<file path="config.mk">
export PLATFORM = sky130hd
export DESIGN_NAME = ert_front
export DESIGN_NICKNAME = d
export VERILOG_FILES = /design/src/sv/ert_pkg.sv /design/src/sv/ert_front.sv
export SDC_FILE = /design/constraint.sdc
export NUM_CORES = 1
export LEC_CHECK = 0
export BUFFER_PORTS_ARGS = -buffer_cell sky130_fd_sc_hd__buf_2
export CAP_MARGIN = 25
export CORE_AREA = 2 2 106 108
export CTS_CLUSTER_DIAMETER = 100
export DETAILED_ROUTE_END_ITERATION = 12
export DIE_AREA = 0 0 108 110
export GPL_TIMING_DRIVEN = 0
export PLACE_DENSITY = 0.6
export SLEW_MARGIN = 20
export SYNTH_ARGS = -nofsm -noshare
export SYNTH_HDL_FRONTEND = slang
export SYNTH_SLANG_ARGS = --single-unit
export TNS_END_PERCENT = 50
</file>
<file path="constraint.sdc">
create_clock -name clk -period 2.3 [get_ports clk]
set_input_delay 0.46 -clock clk [delete_from_list [all_inputs] [get_ports clk]]
set_output_delay 0.46 -clock clk [all_outputs]
set_load 0.05 [all_outputs]
</file>
<file path="src/sv/ert_pkg.sv">
// ----------------------------------------------------------------------------
// Echo request tracker package
// Types, codes and constants shared by the tracker modules.
// ----------------------------------------------------------------------------
package ert_pkg;

  localparam int TABLE_ENTRIES_DEF = 128;
  localparam int QUEUE_DEPTH       = 2;

  localparam int CFG_ADDR_W = 3;
  localparam int CFG_DATA_W = 32;
  localparam int CFG_IDX_W  = CFG_ADDR_W - 2;
  localparam logic [CFG_IDX_W-1:0] REG_ECHO_ID = '0;

  localparam int IN_DATA_W  = 112;
  localparam int OUT_DATA_W = 96;

  localparam logic CMD_SEND = 1'b0;

  localparam logic [7:0]         TYPE_ECHO_REPLY = 8'd0;
  localparam logic signed [12:0] MIN_ICMP_BYTES  = 13'sd8;

  localparam logic [20:0] USEC_PER_SEC = 21'd1000000;
  localparam logic [9:0]  MS_PER_SEC   = 10'd1000;
  localparam int          USEC_PER_MS  = 1000;
  localparam int          RECIP_SHIFT  = 30;
  localparam logic [20:0] RECIP_MS     =
    21'(((64'd1 << RECIP_SHIFT) + USEC_PER_MS - 1) / USEC_PER_MS);
  localparam int          PROD_W       = 41;

  typedef enum logic [1:0] {
    OP_SEND,
    OP_REPLY,
    OP_SHORT,
    OP_FOREIGN
  } op_t;

  typedef enum logic [2:0] {
    STS_SENT    = 3'd0,
    STS_FULL    = 3'd1,
    STS_MATCHED = 3'd2,
    STS_SHORT   = 3'd3,
    STS_FOREIGN = 3'd4,
    STS_UNKNOWN = 3'd5
  } status_t;

  typedef enum logic [2:0] {
    BK_CLEAR,
    BK_IDLE,
    BK_SCAN,
    BK_CALC,
    BK_MUL,
    BK_SUM,
    BK_OUT
  } back_state_t;

  typedef struct packed {
    op_t                op;
    logic               send_ok;
    logic [31:0]        time_sec;
    logic [19:0]        time_usec;
    logic [15:0]        seq;
    logic signed [12:0] payload;
  } req_t;

  typedef struct packed {
    logic        pending;
    logic [15:0] seq;
    logic [31:0] sent_sec;
    logic [19:0] sent_usec;
  } entry_t;

endpackage

</file>
<file path="src/sv/ert_front.sv">
// ----------------------------------------------------------------------------
// Tracker front end
// Accepts requests, holds the identifier register and classifies each request.
// ----------------------------------------------------------------------------
module ert_front
  import ert_pkg::*;
(
  input  logic                  clk,
  input  logic                  rst_n,
  input  logic                  in_tvalid,
  output logic                  in_tready,
  // send_ok, time_sec, time_usec, ip_header_words, packet_length,
  // message_type, message_id, seq_number
  input  logic [IN_DATA_W-1:0]  in_tdata,
  // command
  input  logic                  in_tuser,
  input  logic                  cfg_psel,
  input  logic                  cfg_penable,
  input  logic                  cfg_pwrite,
  input  logic [CFG_ADDR_W-1:0] cfg_paddr,
  input  logic [CFG_DATA_W-1:0] cfg_pwdata,
  output logic [CFG_DATA_W-1:0] cfg_prdata,
  output logic                  cfg_pready,
  input  logic                  init_done,
  input  logic                  q_full,
  output logic                  q_push,
  output req_t                  q_data
);

  logic [15:0]        echo_id_r;
  logic               cfg_hit;
  logic               send_ok;
  logic [31:0]        time_sec;
  logic [19:0]        time_usec;
  logic [3:0]         ip_header_words;
  logic [11:0]        packet_length;
  logic [7:0]         message_type;
  logic [15:0]        message_id;
  logic [15:0]        seq_number;
  logic signed [12:0] payload;

  assign send_ok         = in_tdata[0];
  assign time_sec        = in_tdata[32:1];
  assign time_usec       = in_tdata[52:33];
  assign ip_header_words = in_tdata[56:53];
  assign packet_length   = in_tdata[68:57];
  assign message_type    = in_tdata[76:69];
  assign message_id      = in_tdata[92:77];
  assign seq_number      = in_tdata[108:93];

  assign cfg_hit    = (cfg_paddr[CFG_ADDR_W-1:2] == REG_ECHO_ID) && (cfg_paddr[1:0] == 2'b00);
  assign cfg_pready = 1'b1;
  assign cfg_prdata = cfg_hit ? {16'd0, echo_id_r} : '0;

  always_ff @(posedge clk) begin
    if (!rst_n) begin
      echo_id_r <= '0;
    end else if (cfg_psel && cfg_penable && cfg_pwrite && cfg_pready &&
                 (cfg_paddr[CFG_ADDR_W-1:2] == REG_ECHO_ID)) begin
      echo_id_r <= cfg_pwdata[15:0];
    end
  end

  assign payload   = $signed({1'b0, packet_length}) - $signed({7'd0, ip_header_words, 2'b00});
  assign in_tready = init_done && !q_full;
  assign q_push    = in_tvalid && in_tready;

  always_comb begin
    q_data.send_ok   = send_ok;
    q_data.time_sec  = time_sec;
    q_data.time_usec = time_usec;
    q_data.seq       = seq_number;
    q_data.payload   = payload;
    if (in_tuser == CMD_SEND) begin
      q_data.op      = OP_SEND;
      q_data.payload = '0;
    end else if (payload < MIN_ICMP_BYTES) begin
      q_data.op = OP_SHORT;
    end else if (message_type != TYPE_ECHO_REPLY || message_id != echo_id_r) begin
      q_data.op = OP_FOREIGN;
    end else begin
      q_data.op = OP_REPLY;
    end
  end

endmodule

</file>
# Word-level counts from Yosys, hierarchy flattened
# Index checks and enable logic that the tools add are counted.
# word_totals
regBits,16
latchBits,0
mem_bits_rw,0
rom_bits,0
inputBits,156
out_inout_bits,119
elab_cells,20
n_memories,0
# op_classes
addsub,1
n_mul,0
n_div,0
order_cmp,1
n_eq_ne,1
shifts,0
muxes,5
n_bitwise,1
reduce_logical,10
# ops
operator,count
two-way mux 16 bit,1
!= test 16 bit,1
"less-than comparator 13 x 5 -> 1 bit, second input constant",1
two-way mux 13 bit,1
subtractor 12 x 6 -> 13 bit,1
nonzero test 8 bit,1
logical AND 1 bit,6
two-way mux 2 bit,3
zero test 2 bit,1
zero test 1 bit,1
logical OR 1 bit,1
NOT 1 bit,1

# Logic depth before layout (Yosys ltp)
# logic_depth
word_depth,5
mapped_depth,8
depth_no_buf,8

# Least setup slack after synthesis
# No wires, ideal clock.
# synth_path
path_kind,input to output
from,input in_tdata[59]
to,output q_data[82] (netlist bit)
t_arrival_ns,2.795
required_time_ns,1.840
path_slack_ns,-0.955
stages,8
n_path_buf,0
path_cell_list,inv_1 -> ha_1 -> fa_1 -> nor2b_1 -> o22ai_1 -> xnor2_1 -> nor4b_2 -> nor3b_1
# synth_rtl
item,line_no,text
"start, declared",ert_front.sv:14,"input logic [IN_DATA_W-1:0] in_tdata,"
"end, declared",ert_front.sv:27,output req_t q_data

==> impl_results.md <==
- Diodes inserted: 0
- Violated checks: setup timing
- Fmax: 382 MHz
- Worst-path cell chain: buf_8, inv_12, ha_4, fa_2, nor2b_4, o22ai_2, xnor2_2, nor4b_4, buf_4, nor3b_4, buf_6
- GPL Wtd Cong: 0.782
- Inst Count DP: 585
- Max FFs per register: 16
- IO Port Bufs: 169
- Drt first-iter violations: 37
- Sum of net half-perimeters after detailed placement: 5700 µm
- Register area: 320 µm²
- Fin. max-slew vios: 0
- Max Cap Viol: 0
- CP Launch Type: primary input
- Via count: 2,250
- Commonest non-fill, non-tap cell in the layout: buf_2
- Arr. time, crit path: 2.16 ns
- Clk sinks: 16
- Actual slew at the worst max-slew pin: 0.519 ns
- Synth warn: 0
- Critical path endpoint category: output pin
- Critical Path Fanout Max: 2
- H-tree levels: 1
- Seq/Total Area, Yosys: 15.9%
- Post-CTS Hold Fix Bufs: 0
- Max incr delay on CP: 0.39 ns
- Area Overhead vs Synth: 75.5%
- Finished Layout Cells: 598
- RSZ-0062 raised after global routing: yes
- Kind of critical path: in2out
- Vias in the first global route: 1,965
- Num rows: 38
- Die Footprint: 11,900 µm²
- Cell Area, Synth: 2010 µm²
- Net count reported at finish: 620
- CP delay by family, top: adder cells
- Post-Route WL: 6640 µm
- Most frequent cells in the layout: buf_2 (158), buf_4 (93), nand2_1 (32)
- Worst path slowest cell: fa_2
- Final ANT Viol Nets: 0
- CP required: 1.84 ns
- Period minus WS final: 2.62 ns
- Most flops, register: echo_id_r
- Final setup violation count: 7
- Reg clk slew, reported paths: 0.07 ns
- Chip Height: 110 µm
- Via density: 3.76
- Syn Area/Cell: 7.71 µm²
- Worst skew pair latency: 0.25 ns
- Max VDD drop: 0.000291 V
- Clock Skew: 0 ns
- Power density over the cells: 402 nW/µm²
- Buf+Inv Stages, Crit Path: 4
- CTS max path bufs: 2
- Final Cycle Share: 114%
- Area of the multi-input gates: 1270 µm²
- Largest net degree at the start of global routing: 11
- Grt total ovfl: 0
- Slew Limit Headroom: 65.1%
- Total iterations of the first detailed-routing run: 4
- IO Pins: 275
- Core footprint: 10,700 µm²
- Top flop regs: echo_id_r (16)
- Initial Util: 18.8%
- CTS root buf: clkbuf_8
- Power Total: 1.42 mW
- Global-route wire length before repair: 9220 µm
- Initial antenna violation count: 1
- Drt wl/cell: 11.1 µm
- Fraction of layout cells with a size suffix above 1: 66.6%
- Count of different cell masters after synthesis: 40
- GRT Total Usage: 9.69%
- DRC errors left: 0
- P_leak: 1.84 nW
- Hold Vio Cnt, Final: 0
- Mapped Cells: 261
- Status: finished, violations left
- TritonCTS Buffers: 3
- Die width: 108 µm
- CTS tree: done
- Hold WC Path Type: in2reg
- Fillers: 1,123
- Synth Register Bits: 16
- Post-route setup slack: -0.320 ns
-- path summary, 6_finish.rpt --
path	slack (ns)	start	endpoint	cells after the start
setup reg to reg	1.63	echo_id_r[5]	echo_id_r[5]	2
setup / recovery	-0.32	in_tdata[59]	q_data[82]	11
hold reg to reg	0.48	echo_id_r[8]	echo_id_r[8]	2
hold / removal	0.44	cfg_pwdata[4]	echo_id_r[4]	3
-- stage by stage --
step	util, %	hold WS [ns]	area [µm²]	setup TNS, ns	worst slack (ns)
6_report	33.0	0.437	3530	-1.51	-0.320
5_1_grt	33.0	0.437	3530	-2.19	-0.396
4_1_cts	32.4	0.427	3470	-1.24	-0.344
3_5_place_dp	29.5	0.466	3160	-5.22	-0.690
3_3_place_gp	29.5	0.465	3160	-4.90	-0.662
2_1_floorplan	-	0.455	2140	-0.809	-0.197
-- report_power, final --
group	internal, mW	switching (mW)	total, mW
combinational	0.329	0.547	0.875
clock	0.152	0.103	0.255
sequential	0.283	0.00528	0.288
total	0.764	0.655	1.42
-- worst reg2reg max path: stages, from the launching register on --
cell and delay (ns):
dfxtp_1 0.37, nand2_1 0.07, a21boi_1 0.16
-- Yosys cell counts, drive strengths merged --
library cell	n	area, µm²
buf	87	651
nand2	33	124
and2	26	163
a21boi	17	128
dfxtp	16	320
xnor2	16	140
nor2b	6	37.5
xor2	6	52.6
clkbuf	5	18.8
inv	5	18.8
ha	4	50.1
nand4	4	25.0
nor4	4	31.3
o21ai	4	23.8
nand2b	3	18.8
nor2	3	13.8
nor3	3	15.0
a21oi	2	21.3
conb	2	7.51
nor3b	2	20.0
o2111ai	2	23.8
and4b	1	10.0
fa	1	20.0
nand3	1	5.00
nand4b	1	8.76
nand4bb	1	11.3
nor4b	1	15.0
o22ai	1	6.26
o31a	1	8.76
or2	1	6.26
or3	1	6.26
or4	1	11.3
-- what timing repair did --
action / CTS / global route
gates resized for setup: 48 / 8
pin swaps: 12 / 7
endpoints found under the setup margin: 21 / 10
setup buffers: 6 / 3
-- final cells by class --
class | instances | share of cell area (%)
Tap cell | 140 | 4.96
Buffer | 92 | 19.0
Multi-Input combinational cell | 163 | 35.9
Clock buffer | 4 | 1.56
Sequential cell | 16 | 9.07
Inverter | 5 | 0.886
Timing Repair Buffer | 178 | 28.6
-- cell families (layout without fill, tap and decap cells) --
kind of cell,after synthesis,after routing,share of synthesized area [%]
other cells,2,17,0.373
compound gates,27,27,10.5
simple gates,92,92,25.9
xor+xnor,22,22,9.58
flops,16,16,15.9
buf+inv,97,279,34.2
fa+ha+maj,5,5,3.48
-- layer usage --
layer / vias to the layer above / global-route usage (%) / share of wire (%)
met5: - / 0 / 0.20
met4: 2 / 2.20 / 0.87
met3: 9 / 1.82 / 8.5
met2: 116 / 17.7 / 54
met1: 989 / 11.7 / 37
li1: 1134 / - / -
Power figures use the tool's default switching activity.
