===== config.mk =====
export PLATFORM = sky130hd
export DESIGN_NAME = ert_queue
export DESIGN_NICKNAME = d
export VERILOG_FILES = /design/src/sv/ert_pkg.sv /design/src/sv/ert_queue.sv
export SDC_FILE = /design/constraint.sdc
export NUM_CORES = 1
export LEC_CHECK = 0
export ABC_CLOCK_PERIOD_IN_PS = 10900
export CORE_ASPECT_RATIO = 1.1
export CORE_MARGIN = 4
export CORE_UTILIZATION = 40
export CTS_CLUSTER_SIZE = 14
export DETAILED_ROUTE_END_ITERATION = 7
export DONT_BUFFER_PORTS = 1
export HOLD_SLACK_MARGIN = 0.08
export SLEW_MARGIN = 20
export SYNTH_ARGS = -nofsm -noshare
export SYNTH_HDL_FRONTEND = slang
export SYNTH_SLANG_ARGS = --single-unit

===== constraint.sdc =====
create_clock -name clk -period 10.9 [get_ports clk]
set_clock_uncertainty 0.1 [all_clocks]
set_input_delay 1.09 -clock clk [delete_from_list [all_inputs] [get_ports clk]]
set_output_delay 1.09 -clock clk [all_outputs]
set_load 0.02 [all_outputs]

===== src/sv/ert_pkg.sv =====
// ----------------------------------------------------------------------------
// Echo request tracker package
// Types, codes and constants shared by the tracker modules.
// ----------------------------------------------------------------------------
package ert_pkg;

  localparam int TABLE_ENTRIES_DEF = 128;
  localparam int QUEUE_DEPTH       = 2;

  localparam int CFG_ADDR_W = 3;
  localparam int CFG_DATA_W = 32;
  localparam int CFG_IDX_W  = CFG_ADDR_W - 2;
  localparam logic [CFG_IDX_W-1:0] REG_ECHO_ID = '0;

  localparam int IN_DATA_W  = 112;
  localparam int OUT_DATA_W = 96;

  localparam logic CMD_SEND = 1'b0;

  localparam logic [7:0]         TYPE_ECHO_REPLY = 8'd0;
  localparam logic signed [12:0] MIN_ICMP_BYTES  = 13'sd8;

  localparam logic [20:0] USEC_PER_SEC = 21'd1000000;
  localparam logic [9:0]  MS_PER_SEC   = 10'd1000;
  localparam int          USEC_PER_MS  = 1000;
  localparam int          RECIP_SHIFT  = 30;
  localparam logic [20:0] RECIP_MS     =
    21'(((64'd1 << RECIP_SHIFT) + USEC_PER_MS - 1) / USEC_PER_MS);
  localparam int          PROD_W       = 41;

  typedef enum logic [1:0] {
    OP_SEND,
    OP_REPLY,
    OP_SHORT,
    OP_FOREIGN
  } op_t;

  typedef enum logic [2:0] {
    STS_SENT    = 3'd0,
    STS_FULL    = 3'd1,
    STS_MATCHED = 3'd2,
    STS_SHORT   = 3'd3,
    STS_FOREIGN = 3'd4,
    STS_UNKNOWN = 3'd5
  } status_t;

  typedef enum logic [2:0] {
    BK_CLEAR,
    BK_IDLE,
    BK_SCAN,
    BK_CALC,
    BK_MUL,
    BK_SUM,
    BK_OUT
  } back_state_t;

  typedef struct packed {
    op_t                op;
    logic               send_ok;
    logic [31:0]        time_sec;
    logic [19:0]        time_usec;
    logic [15:0]        seq;
    logic signed [12:0] payload;
  } req_t;

  typedef struct packed {
    logic        pending;
    logic [15:0] seq;
    logic [31:0] sent_sec;
    logic [19:0] sent_usec;
  } entry_t;

endpackage


===== src/sv/ert_queue.sv =====
// ----------------------------------------------------------------------------
// Request queue
// Short FIFO of classified requests between the front and back ends.
// ----------------------------------------------------------------------------
module ert_queue
  import ert_pkg::*;
(
  input  logic clk,
  input  logic rst_n,
  input  logic push,
  input  req_t push_data,
  output logic full,
  output logic valid,
  input  logic pop,
  output req_t pop_data
);

  localparam int PTR_W = $clog2(QUEUE_DEPTH);
  localparam logic [PTR_W-1:0] LAST_PTR = PTR_W'(QUEUE_DEPTH - 1);

  req_t             slot_r [QUEUE_DEPTH];
  logic [PTR_W-1:0] wr_ptr_r, wr_ptr_nxt;
  logic [PTR_W-1:0] rd_ptr_r, rd_ptr_nxt;
  logic [PTR_W:0]   count_r, count_nxt;

  assign full     = (count_r == (PTR_W + 1)'(QUEUE_DEPTH));
  assign valid    = (count_r != '0);
  assign pop_data = slot_r[rd_ptr_r];

  always_comb begin
    wr_ptr_nxt = wr_ptr_r;
    rd_ptr_nxt = rd_ptr_r;
    count_nxt  = count_r;
    if (push) begin
      wr_ptr_nxt = (wr_ptr_r == LAST_PTR) ? '0 : wr_ptr_r + 1'b1;
    end
    if (pop) begin
      rd_ptr_nxt = (rd_ptr_r == LAST_PTR) ? '0 : rd_ptr_r + 1'b1;
    end
    if (push && !pop) begin
      count_nxt = count_r + 1'b1;
    end else if (pop && !push) begin
      count_nxt = count_r - 1'b1;
    end
  end

  always_ff @(posedge clk) begin
    if (!rst_n) begin
      wr_ptr_r <= '0;
      rd_ptr_r <= '0;
      count_r  <= '0;
    end else begin
      wr_ptr_r <= wr_ptr_nxt;
      rd_ptr_r <= rd_ptr_nxt;
      count_r  <= count_nxt;
    end
  end

  always_ff @(posedge clk) begin
    if (push) begin
      slot_r[wr_ptr_r] <= push_data;
    end
  end

endmodule


## After elaboration in Yosys (flattened, before gate mapping)

Memory sizes are Yosys's and may differ from the RTL's. A register that Yosys moved wholly into a read port is not among the register bits.
Index checks and enable logic that the tools add are counted.

| storage, ports and cells | value |
|---|---|
| input bits | 88 |
| memory bits (writable) | 168 |
| memories | 1 |
| logic and storage cells | 23 |
| output and inout port bits | 86 |
| register bits after elaboration | 4 |

Memory list:

| name | words | bits a word | read ports | clocked after Yosys merged registers in | wr ports | RTL line | text |
|---|---|---|---|---|---|---|---|
| slot_r | 2 | 84 | 1 | 1 | 1 | ert_queue.sv:21 | `req_t slot_r [QUEUE_DEPTH];` |

| cells by class | value |
|---|---|
| $add $sub $neg | 4 |
| reductions and logical operators | 6 |
| eq/ne operators | 1 |
| mux-type cells | 8 |

Operators by type and width:

| kind | count |
|---|---|
| $mux W1 | 6 |
| $mux W2 | 2 |
| $reduce_bool A2 Y1 | 2 |
| $add A1 B1 Y1 const B | 2 |
| $add A2 B1 Y2 const B | 1 |
| $eq A2 B2 Y1 const B | 1 |
| $logic_and A1 B1 Y1 | 2 |
| $logic_not A1 Y1 | 2 |
| $sub A2 B1 Y2 const B | 1 |

## Logic depth before layout (Yosys ltp)

Gate-level depths: netlist of the first run.

| depth | value |
|---|---|
| depth after elaboration | 4 |
| gate-level depth with buffers | 5 |
| gate-level depth less buffers | 5 |

## Worst setup path after synthesis of the first run

No wires, ideal clock.

| path | value |
|---|---|
| path type | input to register |
| start point | in push |
| end point | mem slot_r[0][0] in the netlist's numbering, enable pin |
| required time | 10.262 ns |
| stages on the path | 1 |
| path buffers | 0 |
| arrival time | 4.790 ns |
| path slack | 5.473 ns |
| path through | nor2b_1 |

| between the ends | value |
|---|---|
| cells in the longest elaborated chain, start to end | 2 |

RTL lines:

| what | RTL line | text |
|---|---|---|
| from (decl) | ert_queue.sv:10 | `input logic push,` |
| $mux W1 | ert_queue.sv:60 | `if (push) begin` |
| $mux W1 (not written as such) | ert_queue.sv:61 | `slot_r[wr_ptr_r] <= push_data;` |
| to (decl) | ert_queue.sv:21 |  |

Every way passes these cells.

==> impl_metrics.tcl, run 1 <==
set metrics [dict create \
    multi_input_area_mm2 0.00130 \
    tightest_slew_ns 0.862 \
    hold_path_depth 2 \
    cts_htree_levels 4 \
    max_freq_mhz 271 \
    crit_required_ns 9.71 \
    finalNetCount 386 \
    design_area_mm2 0.00729 \
    routabilityCongestion 0.656 \
    worstHoldStart "count_r[1]" \
    synth_fa_ha_area_share_pct 0.192 \
    hold_viol 0 \
    cp-start-kind "flop" \
    synth_cell_types 19 \
    regArea_mm2 0.00515 \
    end_kind "output pin" \
    io_pins 174 \
    ys_warn_count 0 \
    rrSetupSlack_ns 8.84 \
    grt_pass1_vias 2679 \
    maxSlewViolCount 0 \
    min_period_ns 3.69 \
    clk_pin_slew_ns 0.07 \
    cp_cell_sequence "buf_4 -> mux2_2" \
    synthTopCellsByArea "edfxtp_1 (77%), mux2_4 (14%), mux2_2 (4.1%)" \
    rows 48 \
    post-route-period-util_pct 33.8 \
    die_area_mm2 0.0184 \
    start_util_pct 41.1 \
    place_area_mm2 0.00673 \
    tritoncts "built" \
    maxCapViolCount 0 \
    wire_per_inst_um 21.2 \
    cts_sinks 173 \
    wirelength_mm 10.8 \
    postCtsSetupRepairBufs 0 \
    drt_iter0_drc 108 \
    synth_xor_area_share_pct 0.403 \
    ctsRootBufferMaster "clkbuf_16" \
    synth_top_cell_by_area "edfxtp_1" \
    antenna_found_initial 0 \
    grt_start_max_net_pins 48 \
    synthSimpleGateAreaFrac_pct 0.902 \
    leakage_uw 0.00251 \
    hp-class "reg -> reg" \
    insertion_delay_ns 0.42 \
    drive_gt1_share_pct 40.3 \
    num-fill-cells 1360 \
    arrival_ns 2.50 \
    vdd_ir_drop_max_mv 0.110 \
    chipWidth_um 130 \
    slew_headroom_pct 42.5 \
    insertedDiodeCount 0 \
    power_density_mw_per_mm2 204 \
    grt.total_usage_pct 11.9 \
    fin_setup_tns_ns 0 \
    first_pass_iters 4 \
    whs_endpoint "count_r[1]" \
    grt_pass1_wl_mm 15.9 \
    ys_seq_elements 173 \
    muxShareOfSynthArea_pct 18.0 \
    rsz0062_at_grt "false" \
    gr-total-overflow 0 \
    synthCells 283 \
    ys_seq_area_share_pct 78.9 \
    crit_type "reg -> out" \
    area_growth_pct 11.8 \
    hold_buffers 0 \
    synth_compound_area_share_pct 0.307 \
    port_buffers 0 \
    cts_resized 0 \
    setup_violations 0 \
    mostFrequentLayoutCell "edfxtp_1" \
    die_height_um 142 \
    final_cell_mix "edfxtp_1 (168), mux2_4 (60), mux2_2 (24)" \
    status "completed" \
    syn_area_mm2 0.00652 \
    synth_nets 372 \
    syn_area_per_cell_um2 23.0 \
    synth_top_family_by_area "multiplexers" \
    cts_made_buffers 17 \
    dp_hpwl_mm 7.15 \
    core_mm2 0.0159 \
    r2r_cells 2 \
    cp_max_fo 47 \
    cpPeakStageDelay_ns 0.77 \
    r2r-end "slot_r[1][75]" \
    drc 0 \
    vias 2556 \
    vias_per_cell 5.01 \
    critPathSlowestCell "buf_4" \
    rr_startpoint "wr_ptr_r" \
    drtAntennaViolNets 0 \
    clk_path_buf_depth 2 \
    synth_top_cell_area_share_pct 77.3 \
]
[power by group]
group / internal (uW) / leakage, uW / switching (uW)
Clock: 318 / 0.000268 / 250
Combinational: 54.8 / 0.000626 / 84.1
Sequential: 769 / 0.00162 / 15.0
Total: 1140 / 0.00251 / 350
[worst max-delay path, delay by kind of cell, from the launching register on]
kind	cells	cell delay (ns)
multiplexers	1	0.48
flip-flops	1	0.74
buffers and inverters	1	0.77
[cell usage after synthesis (all sizes together)]
master / n
edfxtp: 168
mux2: 84
buf: 9
dfxtp: 5
and2: 4
nor2b: 2
xor2: 2
a21boi: 1
and2b: 1
ha: 1
inv: 1
o21a: 1
o21ai: 1
or2: 1
or3: 1
xnor2: 1
[worst max path at each step]
stage          from            to  cells past startpoint
6_report       flop  pop_data[71]                      2
2_1_floorplan  push  slot_r[0][0]                      1
5_1_grt        flop  pop_data[75]                      2
3_5_place_dp   flop  pop_data[75]                      2
4_1_cts        flop  pop_data[68]                      2
3_3_place_gp   flop  pop_data[83]                      2
[cell families (layout without fill, tap and decap cells)]
kind of cell    after synthesis  in the layout
compound gates                3              3
xor+xnor                      3              3
fa+ha+maj                     1              1
buf+inv                      10             37
flops                       173            173
mux                          84             84
simple gates                  9              9
[sequential cells by signal, summed over array words and instances, names as in the netlist, named ones only]
name	flops
rd_ptr_r	1
wr_ptr_r	1
slot_r	168
count_r	2
[routing by layer]
| metal | GRT usage (%) | vias to the layer above | wire length, um |
|---|---|---|---|
| met5 | 0 | - | 0 |
| met2 | 19.8 | 121 | 5690 |
| met1 | 11.7 | 1276 | 3560 |
| met3 | 7.43 | 15 | 1380 |
| met4 | 5.58 | 0 | 202 |
| li1 | - | 1144 | - |
[per-stage QoR]
step           util [%]  instances  total power, uW  setup WS [ns]  hold WS (ns)
2_1_floorplan         -        283              924           5.47         0.361
3_3_place_gp       42.5        478              938           7.65         0.377
3_5_place_dp       42.5        478              941           7.60         0.409
4_1_cts            46.0        510             1510           7.14         0.419
5_1_grt            46.0        510             1550           7.05         0.458
6_report           46.0        510             1490           7.21         0.407
[layout make-up]
cell class                      count  area share, %
Clock buffer                       17           5.83
Timing Repair Buffer                4          0.412
Multi-Input combinational cell    100           17.8
Clock inverter                     15           1.87
Inverter                            1         0.0515
Tap cell                          200           3.43
Sequential cell                   173           70.6
Note: power is estimated with default switching activity, not from simulation.
==> inputs of run 2 (changes only) <==
--- a/config.mk
+++ b/config.mk
@@ -5,7 +5,7 @@
 export SDC_FILE = /design/constraint.sdc
 export NUM_CORES = 1
 export LEC_CHECK = 0
-export ABC_CLOCK_PERIOD_IN_PS = 10900
+export ABC_CLOCK_PERIOD_IN_PS = 3000
 export CORE_ASPECT_RATIO = 1.1
 export CORE_MARGIN = 4
 export CORE_UTILIZATION = 40
==> constraint.sdc (replaced) <==
create_clock -name clk -period 3 [get_ports clk]
set_clock_uncertainty 0.1 [all_clocks]
set_input_delay 0.3 -clock clk [delete_from_list [all_inputs] [get_ports clk]]
set_output_delay 0.3 -clock clk [all_outputs]
set_load 0.02 [all_outputs]
==> impl_metrics.tcl, run 2 (same netlist as run 1, synthesis figures left out) <==
set metrics [dict create \
    fin_cells 602 \
    routabilityCongestion 0.722 \
    cp_max_fo 28 \
    cts_sinks 173 \
    largest_register "slot_r" \
    cts_htree_levels 4 \
    crit_type "reg -> out" \
    end_kind "output pin" \
    finish.utilization_pct 52.0 \
    antenna_found_initial 1 \
    leakage_uw 0.00291 \
    maxCapViolCount 0 \
    die_height_um 142 \
    rsz0062_at_grt "false" \
    drc 0 \
    mostFrequentLayoutCell "edfxtp_1" \
    arrival_ns 1.90 \
    grt_pass1_vias 3152 \
    rr_startpoint "wr_ptr_r" \
    final_cell_mix "edfxtp_1 (168), dlygate4sd3_1 (88), mux2_4 (60)" \
    vias_per_cell 4.81 \
    power_density_mw_per_mm2 686 \
    grt_start_max_net_pins 48 \
    post-route-period-util_pct 76.8 \
    maxSlewViolCount 0 \
    port_buffers 0 \
    drive_gt1_share_pct 31.2 \
    grt.total_usage_pct 12.7 \
    first_pass_iters 4 \
    io_pins 174 \
    setup_violations 0 \
    clk_path_buf_depth 2 \
    cts_made_buffers 17 \
    hold_viol 0 \
    area_growth_pct 26.4 \
    wire_per_inst_um 19.2 \
    rows 48 \
    reg.largest.list "slot_r: 168 flops, count_r: 2 flops" \
    tritoncts "built" \
    dp_hpwl_mm 7.30 \
    largest_reg_flops 168 \
    gr-total-overflow 0 \
    start_util_pct 41.1 \
    crit_required_ns 2.60 \
    wirelength_mm 11.6 \
    worstHoldStart "push" \
    max_freq_mhz 434 \
    chipWidth_um 130 \
    slew_headroom_pct 56.5 \
    vias 2894 \
    status "completed" \
    ctsRootBufferMaster "clkbuf_16" \
    cp-start-kind "flop" \
    min_period_ns 2.30 \
    drt_iter0_drc 118 \
    tightest_slew_ns 0.652 \
    fin_setup_tns_ns 0 \
    vdd_ir_drop_max_mv 0.312 \
    drtAntennaViolNets 0 \
    insertion_delay_ns 0.41 \
    clk_pin_slew_ns 0.06 \
    postCtsSetupRepairBufs 0 \
    finalNetCount 477 \
    die_area_mm2 0.0184 \
    hp-class "in -> reg" \
    placed_cells 481 \
    grt_pass1_wl_mm 17.3 \
    core_mm2 0.0159 \
]
## run 2: what timing repair did
action | 4_1_cts | 5_1_grt
setup endpoints to repair | 0 | 0
hold buffers | 88 | 0
hold endpoints to repair | 173 | 0
resized for setup | 0 | 0
## run 2: area by class of cell
| cell class | instances | area [um^2] |
|---|---|---|
| fillers | 1287 | 7610 |
| flip-flops and latches | 173 | 5150 |
| multi-input cells | 100 | 1300 |
| repair buffers | 95 | 946 |
| clock buffers | 17 | 425 |
| well taps | 200 | 250 |
| clock inverters | 15 | 170 |
| inverters | 1 | 3.75 |
| diodes | 1 | 2.50 |
## run 2: where the power goes
group	total (uW)	internal, uW	switching, uW
clock network	2180	1310	876
logic	630	283	348
registers	2840	2790	51.4
total	5660	4380	1270
## run 2: path summary, 6_finish.rpt
| path | to | slack, ns | cells past startpoint |
|---|---|---|---|
| worst max-delay path | pop_data[70] | 0.70 | 2 |
| worst min-delay path | count_r[1] | 0.16 | 3 |
| worst max register to register | slot_r[1][70] | 1.21 | 2 |
| worst min register to register | count_r[1] | 0.41 | 2 |
## run 2: metrics by stage
stage,power [uW],instance area [um^2],hold WS [ns],worst slack [ns]
3_5_place_dp,3430,6770,0.299,1.08
6_report,5660,8250,0.164,0.696
4_1_cts,5730,8240,0.136,0.625
2_1_floorplan,3350,6530,0.299,0.110
5_1_grt,5870,8240,0.152,0.569
3_3_place_gp,3420,6770,0.299,1.09
## run 2: per-layer routing
metal / share of wire (%) / track usage [%]
met1: 39 / 14.2
met2: 51 / 21.2
met3: 7.7 / 4.77
met4: 2.4 / 6.13
met5: 0 / 0
## run 2: critical path, cell delays in order, from the launching register on
cell     delay (ns)
dfxtp_4        0.68
buf_4          0.37
mux2_2         0.43
==> inputs of run 3 (changes only) <==
--- a/config.mk
+++ b/config.mk
@@ -5,7 +5,7 @@
 export SDC_FILE = /design/constraint.sdc
 export NUM_CORES = 1
 export LEC_CHECK = 0
-export ABC_CLOCK_PERIOD_IN_PS = 3000
+export ABC_CLOCK_PERIOD_IN_PS = 2000
 export CORE_ASPECT_RATIO = 1.1
 export CORE_MARGIN = 4
 export CORE_UTILIZATION = 40
==> constraint.sdc (replaced) <==
create_clock -name clk -period 2 [get_ports clk]
set_clock_uncertainty 0.1 [all_clocks]
set_input_delay 0.2 -clock clk [delete_from_list [all_inputs] [get_ports clk]]
set_output_delay 0.2 -clock clk [all_outputs]
set_load 0.02 [all_outputs]
==> impl_metrics.tcl, run 3 (same netlist as run 1, synthesis figures left out) <==
set metrics [dict create \
    post-route-period-util_pct 96.0 \
    worst_slack_ns 0.0797 \
    internal-power_uw 6460 \
    r2r_cells 4 \
    grt_pass1_vias 3177 \
    vias_per_cell 4.81 \
    postCtsSetupRepairBufs 0 \
    hp-class "in -> reg" \
    clk_pin_slew_ns 0.06 \
    reg.largest.list "slot_r: 168 flops, count_r: 2 flops" \
    cts_resized 0 \
    grt.total_usage_pct 12.5 \
    drt_iter0_drc 114 \
    first_pass_iters 4 \
    drive_gt1_share_pct 31.4 \
    cp_max_fo 28 \
    antenna_found_initial 1 \
    leakage_uw 0.00292 \
    start_util_pct 41.1 \
    largest_reg_flops 168 \
    die_area_mm2 0.0184 \
    end_kind "output pin" \
    gr-total-overflow 0 \
    worstHoldStart "push" \
    vias 2892 \
    power_density_mw_per_mm2 1010 \
    setup_violations 0 \
    r2r-end "wr_ptr_r" \
    power.share.clock_pct 37.7 \
    drtAntennaViolNets 0 \
    finalNetCount 477 \
    chipWidth_um 130 \
    final_cell_mix "edfxtp_1 (168), dlygate4sd3_1 (88), mux2_4 (60)" \
    regArea_mm2 0.00515 \
    dp_hpwl_mm 7.53 \
    port_buffers 0 \
    insertion_delay_ns 0.41 \
    grt_start_max_net_pins 61 \
    cts_htree_levels 4 \
    wire_per_inst_um 19.1 \
    maxCapViolCount 0 \
    arrival_ns 1.62 \
    hold_buffers 88 \
    routabilityCongestion 0.673 \
    switchingPower_uw 1920 \
    num-fill-cells 1279 \
    pre_cts_ws_ns 0.486 \
    multi_input_area_mm2 0.00130 \
    core_mm2 0.0159 \
    seqPwrFrac_pct 50.7 \
    grt_pass1_wl_mm 17.2 \
    comb_power_share_pct 11.7 \
    insertedDiodeCount 0 \
    rows 48 \
    mostFrequentLayoutCell "edfxtp_1" \
    die_height_um 142 \
    whs_endpoint "slot_r[1][39]" \
    tritoncts "built" \
    rsz0062_at_grt "false" \
    area_growth_pct 27.0 \
    cts_sinks 173 \
    status "completed" \
    rr_startpoint "wr_ptr_r" \
    drc 0 \
    wirelength_mm 11.5 \
    crit_type "reg -> out" \
    hold_viol 0 \
    vdd_ir_drop_max_mv 0.700 \
    io_pins 174 \
    largest_register "slot_r" \
    tightest_slew_ns 0.354 \
    rrSetupSlack_ns 0.33 \
    hold_path_depth 1 \
    crit_required_ns 1.70 \
    cp-start-kind "flop" \
    clk_path_buf_depth 2 \
    cts_made_buffers 17 \
    ctsRootBufferMaster "clkbuf_16" \
    p_sw_share_pct 22.9 \
    max_freq_mhz 521 \
    finish.utilization_pct 52.2 \
    min_period_ns 1.92 \
    maxSlewViolCount 0 \
    slew_headroom_pct 76.4 \
]
==> run 3: cell count changes in the layout (fill, tap and decap cells not counted), sizes merged <==
cell,change
inv,+1
diode,-1
clkinv,+1
clkinvlp,-1
bufinv,-1
==> run 3: layer usage <==
layer,global-route usage [%],share of wire (%),up-vias
met3,5.18,8.9,13
li1,-,-,1331
met5,0,0.10,-
met2,20.8,50,122
met1,14.4,39,1424
met4,5.09,1.5,2
==> run 3: metrics by stage <==
step | instances | instance area (um^2) | hold WS [ns] | power (uW) | setup TNS [ns]
global placement | 481 | 6830 | 0.199 | 5150 | 0
CTS | 601 | 8280 | 0.118 | 8510 | 0
floorplan | 283 | 6530 | 0.199 | 5030 | -8.24
detailed placement | 481 | 6830 | 0.199 | 5160 | 0
finish | 601 | 8280 | 0.135 | 8390 | 0
global route | 601 | 8280 | 0.123 | 8720 | 0
==> run 3: critical path, cell delays in order (launching register included) <==
cell and delay [ns]:
dfxtp_4 0.50, buf_12 0.26, mux2_2 0.43
==> run 3: how the worst max path moves through the flow <==
| stage | from | endpoint | slack [ns] | cells after the start |
|---|---|---|---|---|
| after global placement | flop | pop_data[77] | 0.51 | 2 |
| after global routing | flop | pop_data[77] | 0.006 | 2 |
| after CTS | flop | pop_data[82] | 0.03 | 2 |
| final | flop | pop_data[82] | 0.08 | 2 |
| after floorplan | wr_ptr_r | slot_r[0][0] | -0.1 | 1 |
| after detailed placement | flop | pop_data[82] | 0.49 | 2 |
==> run 3: power by group through the flow <==
stage                     registers, uW  clock network, uW  logic, uW
final                              4250               3160        978
after global placement             4320                  0        825
after CTS                          4250               3260       1000
after detailed placement           4330                  0        831
after global routing               4270               3420       1040
after floorplan                    4300                  0        722
==> run 3: layout make-up <==
type	instances	share of cell area, %
multi-input combinational	100	15.7
inverter	1	0.0453
clock inverter	15	1.77
tap	200	3.02
sequential	173	62.2
timing repair buffer	95	12.2
clock buffer	17	5.14
